File: src/hw/rtl/stp_pkg.sv
// ----------------------------------------------------------------------------
// stp_pkg
// Shared types and constants of the spanning-tree learning bridge.
// ----------------------------------------------------------------------------
package stp_pkg;

	localparam logic [15:0] COST_MAX = 16'd65534;

	typedef enum logic [1:0] {
		CMD_BPDU  = 2'd0,
		CMD_DATA  = 2'd1,
		CMD_HELLO = 2'd2,
		CMD_NONE  = 2'd3
	} cmd_t;

	typedef enum logic [0:0] {
		REG_OWN_ID  = 1'b0,
		REG_PRESENT = 1'b1
	} reg_idx_t;

	// lexicographic a < b over (root, cost, sender)
	function automatic logic lex_less(input logic [15:0] a1, input logic [15:0] a2,
		input logic [15:0] a3, input logic [15:0] b1, input logic [15:0] b2,
		input logic [15:0] b3);
		if (a1 != b1) return a1 < b1;
		if (a2 != b2) return a2 < b2;
		return a3 < b3;
	endfunction

endpackage

File: src/hw/rtl/stp_host_table.sv
// ----------------------------------------------------------------------------
// stp_host_table
// Host-to-port memory with a clearing sweep after reset.
// One read port and one write port, read data registered.
// ----------------------------------------------------------------------------
module stp_host_table #(
	parameter int NUM_HOSTS = 256,
	parameter int EW        = 4
) (
	input  logic                         clk,
	input  logic                         arst_n,
	input  logic [$clog2(NUM_HOSTS)-1:0] raddr,
	output logic [EW-1:0]                rdata,
	input  logic                         we,
	input  logic [$clog2(NUM_HOSTS)-1:0] waddr,
	input  logic [EW-1:0]                wdata,
	output logic                         clearing
);
	localparam int AW = $clog2(NUM_HOSTS);

	logic [EW-1:0] mem [NUM_HOSTS];
	logic [AW:0]   clr_cnt_q;

	assign clearing = (clr_cnt_q < (AW+1)'(NUM_HOSTS));

	always_ff @(posedge clk or negedge arst_n) begin
		if (!arst_n) begin
			clr_cnt_q <= '0;
		end else if (clearing) begin
			clr_cnt_q <= clr_cnt_q + 1'b1;
		end
	end

	always_ff @(posedge clk) begin
		if (clearing) begin
			mem[clr_cnt_q[AW-1:0]] <= '0;
		end else if (we) begin
			mem[waddr] <= wdata;
		end
		rdata <= mem[raddr];
	end
endmodule

File: src/hw/rtl/stp_learning_bridge.sv
// ----------------------------------------------------------------------------
// stp_learning_bridge
// Spanning-tree bridge port logic with host learning.
// ----------------------------------------------------------------------------
// Usage:
//  s_axis carries one event item: BPDU, data frame or hello tick. m_axis
//  returns exactly one result item per event: send mask plus the bridge's
//  advertised BPDU and port roles after the event.
//  Timing: the host memory is read at the accepting edge, its data is used in
//  the next cycle and the result is registered at the end of that cycle once
//  the output register is free. s_axis_tready stays low while an item sits in
//  the lookup stage, so the learning write lands before the next read; a new
//  item is taken only after the last one has left the lookup stage.
//  The result register decouples the sides: a new item is accepted while a
//  finished result still waits, and that item is held in the lookup stage
//  until the output register frees; the host memory is re-read every cycle
//  while it is held.
//  Reset: roles and port records are cleared at once; the host memory is
//  swept one entry per cycle while s_axis_tready is low.
//  APB writes are taken at all times; registers read back.
//  Source learning and destination lookup use two copies of the host memory,
//  one per read address, written together: a frame whose destination is its
//  own source sees the fresh entry through forwarding.
// ----------------------------------------------------------------------------
module stp_learning_bridge #(
	parameter int NUM_PORTS = 8,
	parameter int NUM_HOSTS = 256
) (
	input  logic        clk,
	input  logic        arst_n,
	input  logic        psel,
	input  logic        penable,
	input  logic        pwrite,
	input  logic [2:0]  paddr,
	input  logic [31:0] pwdata,
	output logic [31:0] prdata,
	output logic        pready,
	input  logic        s_axis_tvalid,
	output logic        s_axis_tready,
	// [1:0] command [4:2] arrival_port [20:5] received_root_id
	// [36:21] received_cost [52:37] sender_id [60:53] source_host
	// [68:61] dest_host, [71:69] zero
	input  logic [71:0] s_axis_tdata,
	output logic        m_axis_tvalid,
	input  logic        m_axis_tready,
	// [7:0] send_mask [23:8] bpdu_root_id [39:24] bpdu_cost
	// [55:40] bpdu_sender_id [63:56] designated_mask
	// [66:64] root_port_index [67] root_port_valid, [71:68] zero
	output logic [71:0] m_axis_tdata
);
	import stp_pkg::*;

	localparam int NP = (NUM_PORTS < 8) ? NUM_PORTS : 8;
	localparam int HW = $clog2(NUM_HOSTS);
	localparam int EW = 4;

	// configuration
	logic [15:0] own_id_q;
	logic [7:0]  present_q;
	logic        cfg_wr;
	assign pready = 1'b1;
	assign cfg_wr = psel && penable && pwrite;

	always_ff @(posedge clk or negedge arst_n) begin
		if (!arst_n) begin
			own_id_q  <= '0;
			present_q <= 8'hFF;
		end else if (cfg_wr) begin
			case (reg_idx_t'(paddr[2]))
				REG_OWN_ID:  own_id_q <= pwdata[15:0];
				REG_PRESENT: present_q <= pwdata[7:0];
				default:     ;
			endcase
		end
	end

	always_comb begin
		prdata = '0;
		case (reg_idx_t'(paddr[2]))
			REG_OWN_ID:  prdata = {16'd0, own_id_q};
			REG_PRESENT: prdata = {24'd0, present_q};
			default:     prdata = '0;
		endcase
	end

	logic [7:0] present_m;
	always_comb begin
		present_m = '0;
		for (int i = 0; i < NP; i++) present_m[i] = present_q[i];
	end

	// spanning tree state
	logic        root_self_q;
	logic [15:0] best_root_q, best_cost_q, best_sender_q, adv_cost_q;
	logic [2:0]  best_port_q;
	logic [7:0]  rec_valid_q;
	logic [15:0] rec_root_q [8];
	logic [15:0] rec_cost_q [8];
	logic [15:0] rec_sender_q [8];

	// stage 1: accepted item waiting for host memory data
	logic        v_s1;
	logic [71:0] d_s1;
	logic        out_free, go_s1, clearing;
	logic        clearing_tab, clearing_src;
	logic        m_valid_q;
	logic [71:0] m_data_q;

	assign clearing      = clearing_tab || clearing_src;
	assign out_free      = !m_valid_q || m_axis_tready;
	assign go_s1         = v_s1 && out_free;
	// no accept while the lookup stage is busy: its learning write must land
	// before the next item's read
	assign s_axis_tready = !clearing && !v_s1;

	always_ff @(posedge clk or negedge arst_n) begin
		if (!arst_n) begin
			v_s1 <= 1'b0;
		end else if (s_axis_tready) begin
			v_s1 <= s_axis_tvalid;
		end else if (go_s1) begin
			v_s1 <= 1'b0;
		end
	end
	always_ff @(posedge clk) begin
		if (s_axis_tready && s_axis_tvalid) d_s1 <= s_axis_tdata;
	end

	// the memory read address follows the incoming item; hold while stalled
	logic [7:0]    dst_in;
	logic [HW-1:0] raddr;
	logic [EW-1:0] rdata;
	assign dst_in = (s_axis_tready && s_axis_tvalid) ? s_axis_tdata[68:61] : d_s1[68:61];
	assign raddr  = HW'(dst_in);

	// decode stage-1 item
	cmd_t        cmd;
	logic [2:0]  port;
	logic [15:0] r_root, r_cost, r_sender;
	logic [7:0]  src, dst;
	logic        port_ok;
	assign cmd      = cmd_t'(d_s1[1:0]);
	assign port     = d_s1[4:2];
	assign r_root   = d_s1[20:5];
	assign r_cost   = d_s1[36:21];
	assign r_sender = d_s1[52:37];
	assign src      = d_s1[60:53];
	assign dst      = d_s1[68:61];
	assign port_ok  = present_m[port];

	logic src_in, dst_in_rng;
	assign src_in     = 32'(src) < NUM_HOSTS;
	assign dst_in_rng = 32'(dst) < NUM_HOSTS;

	// learning write; written read-data only feeds this item
	logic          learn_we;
	logic [EW-1:0] src_entry;
	logic          src_learned;
	assign learn_we = go_s1 && cmd == CMD_DATA && port_ok && src_in && !src_learned;

	// source entry: the table has a single read port, so the source is read in the
	// lookup stage from a second copy of the memory, also a registered read
	logic [EW-1:0] mem_src_q;
	stp_host_table #(.NUM_HOSTS(NUM_HOSTS), .EW(EW)) u_tab (
		.clk(clk), .arst_n(arst_n), .raddr(raddr), .rdata(rdata),
		.we(learn_we), .waddr(HW'(src)), .wdata(EW'({1'b0, port} + 4'd1)),
		.clearing(clearing_tab));

	// second copy of the host memory, read at the source address
	stp_host_table #(.NUM_HOSTS(NUM_HOSTS), .EW(EW)) u_src (
		.clk(clk), .arst_n(arst_n),
		.raddr(HW'((s_axis_tready && s_axis_tvalid) ? s_axis_tdata[60:53] : d_s1[60:53])),
		.rdata(mem_src_q), .we(learn_we), .waddr(HW'(src)),
		.wdata(EW'({1'b0, port} + 4'd1)), .clearing(clearing_src));
	assign src_entry   = mem_src_q;
	assign src_learned = src_entry != '0;

	// destination entry with forwarding of the same item's learning
	logic [EW-1:0] dst_entry;
	always_comb begin
		dst_entry = '0;
		if (dst_in_rng) begin
			dst_entry = rdata;
			if (src_in && src == dst && !src_learned)
				dst_entry = EW'({1'b0, port} + 4'd1);
		end
	end

	// BPDU update
	logic        rec_upd, beats;
	logic        n_root_self;
	logic [15:0] n_best_root, n_best_cost, n_best_sender, n_adv_cost;
	logic [2:0]  n_best_port;
	logic [7:0]  n_rec_valid;
	logic [15:0] n_rec_root [8];
	logic [15:0] n_rec_cost [8];
	logic [15:0] n_rec_sender [8];

	always_comb begin
		rec_upd = !rec_valid_q[port] || lex_less(r_root, r_cost, r_sender,
			rec_root_q[port], rec_cost_q[port], rec_sender_q[port]);
		if (root_self_q) beats = r_root < own_id_q;
		else if (r_root != best_root_q || r_cost != best_cost_q || r_sender != best_sender_q)
			beats = lex_less(r_root, r_cost, r_sender, best_root_q, best_cost_q, best_sender_q);
		else beats = port < best_port_q;

		n_root_self = root_self_q; n_best_root = best_root_q; n_best_cost = best_cost_q;
		n_best_sender = best_sender_q; n_best_port = best_port_q; n_adv_cost = adv_cost_q;
		n_rec_valid = rec_valid_q;
		for (int i = 0; i < 8; i++) begin
			n_rec_root[i] = rec_root_q[i]; n_rec_cost[i] = rec_cost_q[i];
			n_rec_sender[i] = rec_sender_q[i];
		end
		if (cmd == CMD_BPDU && port_ok) begin
			if (rec_upd) begin
				n_rec_valid[port] = 1'b1;
				n_rec_root[port] = r_root; n_rec_cost[port] = r_cost;
				n_rec_sender[port] = r_sender;
			end
			if (beats) begin
				n_root_self = 1'b0; n_best_root = r_root; n_best_cost = r_cost;
				n_best_sender = r_sender; n_best_port = port;
				n_adv_cost = (r_cost >= COST_MAX) ? COST_MAX : r_cost + 16'd1;
			end
		end
	end

	// designated ports after the event
	function automatic logic [7:0] desig(input logic rs, input logic [15:0] br,
		input logic [15:0] ac, input logic [15:0] own, input logic [7:0] pm,
		input logic [7:0] vv, input logic [15:0] rr [8], input logic [15:0] rc [8],
		input logic [15:0] rsn [8]);
		logic [7:0] m;
		logic [15:0] ar, acc;
		m = '0;
		ar = rs ? own : br;
		acc = rs ? 16'd0 : ac;
		for (int p = 0; p < 8; p++)
			m[p] = pm[p] && (!vv[p] || lex_less(ar, acc, own, rr[p], rc[p], rsn[p]));
		return m;
	endfunction

	logic [7:0] desig_new, send;
	assign desig_new = desig(n_root_self, n_best_root, n_adv_cost, own_id_q, present_m,
		n_rec_valid, n_rec_root, n_rec_cost, n_rec_sender);

	always_comb begin
		send = '0;
		case (cmd)
			CMD_HELLO: send = desig_new;
			CMD_DATA: if (port_ok) begin
				if (dst_entry != '0 && 32'(dst_entry) <= NP) send = 8'(1) << (dst_entry - 1'b1);
				else begin
					send = desig_new;
					if (!root_self_q) send[best_port_q] = 1'b1;
				end
				send = send & present_m;
				send[port] = 1'b0;
			end
			default: send = '0;
		endcase
	end

	always_ff @(posedge clk or negedge arst_n) begin
		if (!arst_n) begin
			root_self_q <= 1'b1;
			best_root_q <= '0; best_cost_q <= '0; best_sender_q <= '0;
			best_port_q <= '0; adv_cost_q <= '0; rec_valid_q <= '0;
			m_valid_q <= 1'b0;
		end else begin
			if (go_s1) begin
				root_self_q <= n_root_self; best_root_q <= n_best_root;
				best_cost_q <= n_best_cost; best_sender_q <= n_best_sender;
				best_port_q <= n_best_port; adv_cost_q <= n_adv_cost;
				rec_valid_q <= n_rec_valid;
				m_valid_q <= 1'b1;
			end else if (m_axis_tready) begin
				m_valid_q <= 1'b0;
			end
		end
	end

	always_ff @(posedge clk) begin
		if (go_s1) begin
			for (int i = 0; i < 8; i++) begin
				rec_root_q[i] <= n_rec_root[i]; rec_cost_q[i] <= n_rec_cost[i];
				rec_sender_q[i] <= n_rec_sender[i];
			end
			m_data_q <= {4'd0, !n_root_self, n_root_self ? 3'd0 : n_best_port, desig_new,
				own_id_q, n_root_self ? 16'd0 : n_adv_cost,
				n_root_self ? own_id_q : n_best_root, send};
		end
	end

	assign m_axis_tvalid = m_valid_q;
	assign m_axis_tdata  = m_data_q;

	a_no_accept_clear: assert property (@(posedge clk) disable iff (!arst_n)
		clearing |-> !s_axis_tready) else $error("item taken during clear");
	a_hold_out: assert property (@(posedge clk) disable iff (!arst_n)
		m_valid_q && !m_axis_tready |=> m_valid_q) else $error("result dropped");
	a_learn_data: assert property (@(posedge clk) disable iff (!arst_n)
		learn_we |-> go_s1 && cmd == CMD_DATA) else $error("stray learn write");
	a_root_port: assert property (@(posedge clk) disable iff (!arst_n)
		m_valid_q |-> (m_data_q[67] || m_data_q[66:64] == 3'd0)) else $error("root port");
endmodule

File: config.mk
export PLATFORM = sky130hd
export DESIGN_NAME = stp_learning_bridge
export DESIGN_NICKNAME = d
export VERILOG_FILES = /design/src/hw/rtl/stp_pkg.sv /design/src/hw/rtl/stp_host_table.sv /design/src/hw/rtl/stp_learning_bridge.sv
export SDC_FILE = /design/constraint.sdc
export NUM_CORES = 2
export LEC_CHECK = 0
export BUFFER_PORTS_ARGS = -buffer_cell sky130_fd_sc_hd__clkbuf_2
export CAP_MARGIN = 0
export CORE_MARGIN = 2
export CORE_UTILIZATION = 48
export DETAILED_ROUTE_END_ITERATION = 7
export GPL_TIMING_DRIVEN = 0
export PLACE_DENSITY_LB_ADDON = 0.1
export RECOVER_POWER = 100
export SYNTH_ARGS = -nofsm -noshare
export SYNTH_HDL_FRONTEND = slang
export SYNTH_SLANG_ARGS = --single-unit
File: constraint.sdc
create_clock -name clk -period 16.35 [get_ports clk]
set_input_delay 0.8175 -clock clk [delete_from_list [all_inputs] [get_ports clk]]
set_output_delay 0.8175 -clock clk [all_outputs]
set_load 0.01 [all_outputs]
* Word-level counts from Yosys, hierarchy flattened
Memory sizes are Yosys's and may differ from the RTL's. A register that Yosys moved wholly into a read port is not among the register bits.
Index checks and enable logic that the tools add are counted.
** Word-level totals
- Flip-flop bits (word level) :: 257
- Bits in writable memories :: 2432
- Input bits :: 114
- Word-level logic and storage cells :: 301
- Memories kept :: 5
** Memories
- u_src.mem :: words 256, width 4, read ports 1, clocked after memory_dff 1, write ports 1, RTL line stp_host_table.sv:21 : logic [EW-1:0] mem [NUM_HOSTS];
- u_tab.mem :: words 256, width 4, read ports 1, clocked after memory_dff 1, write ports 1, RTL line stp_host_table.sv:21
- rec_cost_q :: words 8, width 16, read ports 9, clocked after memory_dff 1, write ports 8, RTL line stp_learning_bridge.sv:98 : logic [15:0] rec_cost_q [8];
- rec_root_q :: words 8, width 16, read ports 9, clocked after memory_dff 1, write ports 8, RTL line stp_learning_bridge.sv:97 : logic [15:0] rec_root_q [8];
- rec_sender_q :: words 8, width 16, read ports 9, clocked after memory_dff 1, write ports 8, RTL line stp_learning_bridge.sv:99 : logic [15:0] rec_sender_q [8];
** Cells by class
- $add $sub $neg :: 5
- Order comparisons :: 42
- Eq/ne operators :: 24
- Shifts and indexed selects :: 1
- Multiplexer cells :: 142
- Bitwise logic cells :: 7
- Reductions and logical operators :: 59
** Operators by type and width (number)
- $mux 128 :: 6
- $lt 16x16->1 :: 31
- $bwmux 128 :: 3
- $ne 16x16->1 :: 21
- $mux 16 :: 8
- $mux 1 :: 99
- $mux 8 :: 11
- $pmux 32 s2 :: 1
- $demux 16 s3 :: 1
- $logic_and 1x1->1 :: 22
- $add 9x1->9 const B :: 2
- $lt 9x9->1 const B :: 2
- $add 16x1->16 const B :: 1
- $and 8x8->8 :: 2
- $ge 16x16->1 const B :: 1
- $or 8x8->8 :: 2
- $pmux 8 s2 :: 1
- $mux 3 :: 5
- $logic_not 1->1 :: 14
- $logic_or 1x1->1 :: 13
- $mux 4 :: 3
- $eq 8x8->1 :: 1
- $lt 3x4->1 const B :: 2
- $not 8->8 :: 1
- other kinds (20) :: 27

* Logic depth before layout (Yosys ltp)
- Word-level depth :: 31
- Gate-level depth with buffers :: 27
- Depth with buffers taken out :: 22

* Hierarchy
From an unflattened synthesis, not the netlist that was laid out.
** Second synthesis, totals
- Cell total of the unflattened synthesis :: 8083
- Area total of the unflattened synthesis :: 124385.5 µm²
** Modules (own cells, without submodules)
- stp_host_table :: instances 2, cells each 2248, area an instance 41362.2 µm²
- stp_learning_bridge :: instances 1, cells each 3587, area an instance 41661.2 µm²

* Worst setup path before layout
OpenSTA, ideal clock, no wires.
- Kind :: input -> register
- Start point :: in m_axis_tready
- End point :: reg best_cost_q[12]
- Setup time :: 125 ps
- Arrival :: 13361 ps
- Required time :: 16225 ps
- Slack :: 2864 ps
- Stages on the path :: 7
- Path through :: nand2b_1 -> nand2_1 -> clkinv_1 -> o211ai_1 -> buf_2 -> buf_2 -> mux2_2
** Between the ends
- Longest elaborated chain between the ends :: 3
** RTL lines
- start: declaration :: RTL line stp_learning_bridge.sv:45 : input logic m_axis_tready,
- $logic_or 1x1->1 :: RTL line stp_learning_bridge.sv:110 : assign out_free = !m_valid_q || m_axis_tready;
- $logic_and 1x1->1 :: RTL line stp_learning_bridge.sv:111 : assign go_s1 = v_s1 && out_free;
- net go_s1 :: RTL line stp_learning_bridge.sv:104 : logic out_free, go_s1, clearing;
- $reduce_and 3->1 (no line)
- end signal: assignment :: RTL line stp_learning_bridge.sv:273 : best_cost_q <= n_best_cost; best_sender_q <= n_best_sender;
- end: declaration :: RTL line stp_learning_bridge.sv:94 : logic [15:0] best_root_q, best_cost_q, best_sender_q, adv_cost_q;
The timed path passes the listed nets, and every way through them passes these cells.
A chain may end at the register's enable or synchronous reset.

==> qor.txt <==
Outcome: finished, violations left
Failing checks: max-capacitance violations, max-slew violations
Commonest non-fill, non-tap cells in the layout: edfxtp_1 (2569), nand2_1 (1784), nand3_1 (760)
DRC violations left: 0
Clock latency on the worst-skew pair: 920 ps
Stages on worst setup path: 23
Count of pins over their slew limit: 2983
Vias per cell: 6.50
Cell row count: 187
Worst slew pin tran: 5030 ps
First-pass GRT wire length: 698000 µm
Synth Instances: 9899
Clock Sinks: 2700
CTS tree: yes
Unrepaired setup endpoints after global routing: no
Share of layout cells above drive strength 1: 10.3%
CP Class: flip-flop to flip-flop
Clock H-tree levels: 5
Cell taking the most area after synthesis: edfxtp_1
Tmin final: 14800 ps
Total track usage: 38.1%
CP max-delay cell: a2111oi_0
Initial core utilization: 48.3%
Post-DP HPWL: 374000 µm
Vias in the first global route: 87100
Layout Utilization: 54.2%
Post-Syn Area: 125000 µm²
Ys async rst share: 4.44%
R2R Path End: m_axis_tdata[2]$_DFFE_PP_
Largest net degree at the start of global routing: 81
Synth area leaders: edfxtp_1 (62%), nand2_1 (5.3%), ha_1 (4.9%), mux2i_1 (4.1%), nand3_1 (3.0%)
Core area: 260000 µm²
Max Cap Violations: 107
Crit path capture type: flip-flop
Initial antenna violation count: 52
Ys flop type: edfxtp_1
Worst EP arrival: 15350 ps
Area grow syn2layout: 12.3%
Crit-path max FO: 10
Post-DRT Antenna Nets: 0
Post-synth EDFFs: 2569
WL/cell: 36.4 µm
Period utilization: 90.5%
CP top delay family: simple AND/OR/NAND/NOR gates
Total power: 14.8 mW
Grt total ovfl: 0
FF-to-FF setup slack: 1550 ps
Routed wire length: 516000 µm
Reg2Reg Depth: 23
Vias: 92100
1st-iter DRT viols: 14600
Maximum vdd drop: 0.111 mV
Die Wd: 515 µm
CP Buf/Inv Count: 5
Power Dens Cells: 105 nW/µm²
Syn avg cell area: 12.7 µm²
Max Fclk: 0.0676 GHz
Post-synthesis cell type count: 89
Setup crit end: m_axis_tdata[2]$_DFFE_PP_
Die Span Y: 515 µm
Hold Fails Final Rpt: 0
Port Buffers: 177
Crit path cell chain: clkbuf_1 -> clkbuf_1 -> buf_1 -> mux4_2 -> mux2i_1 -> ha_1 -> nand4_1 -> nor4_1 -> nand4_1 -> or4_1 -> clkbuf_1 -> a2111oi_0 -> clkbuf_1 -> mux2i_1 -> ha_1 -> nand2_1 -> nor3_1 -> nand2_1 -> nor3_1 -> a2111oi_0 -> o21ai_0 -> o221ai_1 -> o31a_1
Most common cell after layout, fill and taps aside: edfxtp_1
Finished Layout Cells: 14200
Drt pass-1 iters: 7
Clock skew: 104 ps
Placed insts: 13600
Relative slew margins: -244%
Yosys warns: 0
Worst Setup Start Kind: flip-flop
Worst-path clk slew: 60 ps
Seq/Total Area, Yosys: 64.1%
LEAKAGE: 47.7 nW
Hold Crit Class: primary input to flip-flop
I/O pin cnt: 221
CP dominant cell by count: clkbuf_1
WP data required: 16900 ps
Num CTS Buffers: 305
Yosys reg bits: 2700
Filler cells: 22200
Crit-path max cell delay: 2080 ps
Root Driver: clkbuf_16
Die ar.: 265000 µm²
Final GP Congestion: 1.02
Synth top area share: 61.5%
Maximum root-to-sink buffer count: 4
NumNets Final: 11100
Final count of negative-setup-slack endpoints: 0
==> cell type report <==
| cell class | instances | area [µm²] | share of cell area, % |
|---|---|---|---|
| inverters | 465 | 1750 | 1.24 |
| clock buffers | 387 | 8130 | 5.77 |
| repair buffers | 278 | 1330 | 0.942 |
| plain buffers | 582 | 2600 | 1.85 |
| flip-flops and latches | 2700 | 80400 | 57.1 |
| well taps | 3402 | 4260 | 3.02 |
| multi-input cells | 6171 | 40700 | 28.9 |
| clock inverters | 156 | 1600 | 1.14 |
| diodes | 27 | 67.6 | 0.0480 |
==> state kept, by name (all words and copies together) (netlist names), 4 cells and up, named ones only <==
signal	count
adv_cost_q	16
best_cost_q	16
best_root_q	16
best_sender_q	16
d_s1	69
m_axis_tdata	68
own_id_q	16
present_m	8
rec_cost_q	128
rec_root_q	128
rec_sender_q	128
rec_valid_q	8
u_src.clr_cnt_q	9
u_src.mem	1024
u_src.rdata	4
u_tab.clr_cnt_q	9
u_tab.mem	1024
u_tab.rdata	4
==> cell families after synthesis <==
group                      after synthesis  share of synthesized area [%]
other                                    2                        0.00599
and+or+nand+nor                       3735                           13.0
DFF                                   2700                           64.1
AOI/OAI and AO/OA                     1011                           5.45
adders and majority gates              496                           4.95
xor gates and xnor gates                35                          0.244
muxes                                  873                           8.76
buffers and inverters                 1047                           3.53
==> through the flow <==
step                hold WS, ps  worst slack, ps  setup TNS, ps  instance area [µm²]
floorplan                   436             2860              0               125000
finish                      109             1550              0               141000
CTS                        62.8             3910              0               142000
global placement            473            -6380       -6064240               131000
global route               87.1             1920              0               141000
detailed placement          481             4020              0               133000
==> power by group <==
part / internal, mW / switching (mW) / leakage [nW]
clock network: 3.94 / 2.92 / 4.77
registers: 7.48 / 0.0844 / 19.6
logic: 0.147 / 0.250 / 23.4
total: 11.6 / 3.25 / 47.7
==> synth_stat cells (23+ instances only) <==
library cell and instances:
nand2_1 1784, o21ai_0 167, nand3_1 760, nor2_1 687, clkbuf_1 224, nand2b_1 43, buf_4 45, mux2_1 25
a21oi_1 225, dfrtp_1 111, o211ai_1 32, buf_1 60, o21a_1 28, o22ai_1 23, nor4_1 32, a32oi_1 79
buf_2 252, mux2i_1 509, nor3_1 59, a311oi_1 63, ha_1 496, o2111ai_1 24, a31oi_1 122, nand4_1 171
edfxtp_1 2569, a211oi_1 26, a21o_1 83, and3_1 68, nor2b_1 56, inv_1 450, mux4_2 158, mux2_2 179
==> worst min-delay path by stage <==
stage,startpoint,end,slack [ps],depth (start not counted)
floorplan,rec_valid_q[2]$_DFFE_PN0P_,rec_valid_q[2]$_DFFE_PN0P_,440,2
global placement,rec_valid_q[4]$_DFFE_PN0P_,rec_valid_q[4]$_DFFE_PN0P_,470,1
detailed placement,rec_valid_q[4]$_DFFE_PN0P_,rec_valid_q[4]$_DFFE_PN0P_,480,1
CTS,s_axis_tdata[0],d_s1[0]$_DFFE_PP_,60,1
global route,s_axis_tdata[0],d_s1[0]$_DFFE_PP_,90,1
finish,s_axis_tdata[0],d_s1[0]$_DFFE_PP_,110,1
==> metal layers <==
metal	GRT usage [%]	vias to the layer above	wire length (µm)
li1	-	37800	-
met5	0	-	132
met1	50.8	46300	194000
met4	22.3	20	36500
met3	10.2	1393	64100
met2	56.2	6587	221000
==> repair_timing <==
| action | 4_1_cts | 5_1_grt |
|---|---|---|
| gates resized for setup | 0 | 0 |
| hold buffers | 1 | 0 |
| endpoints found under the setup margin | 0 | 0 |
| buffers inserted | 0 | 0 |
| endpoints found under the hold margin | 37 | 0 |
Note: power is estimated with default switching activity, not from simulation.
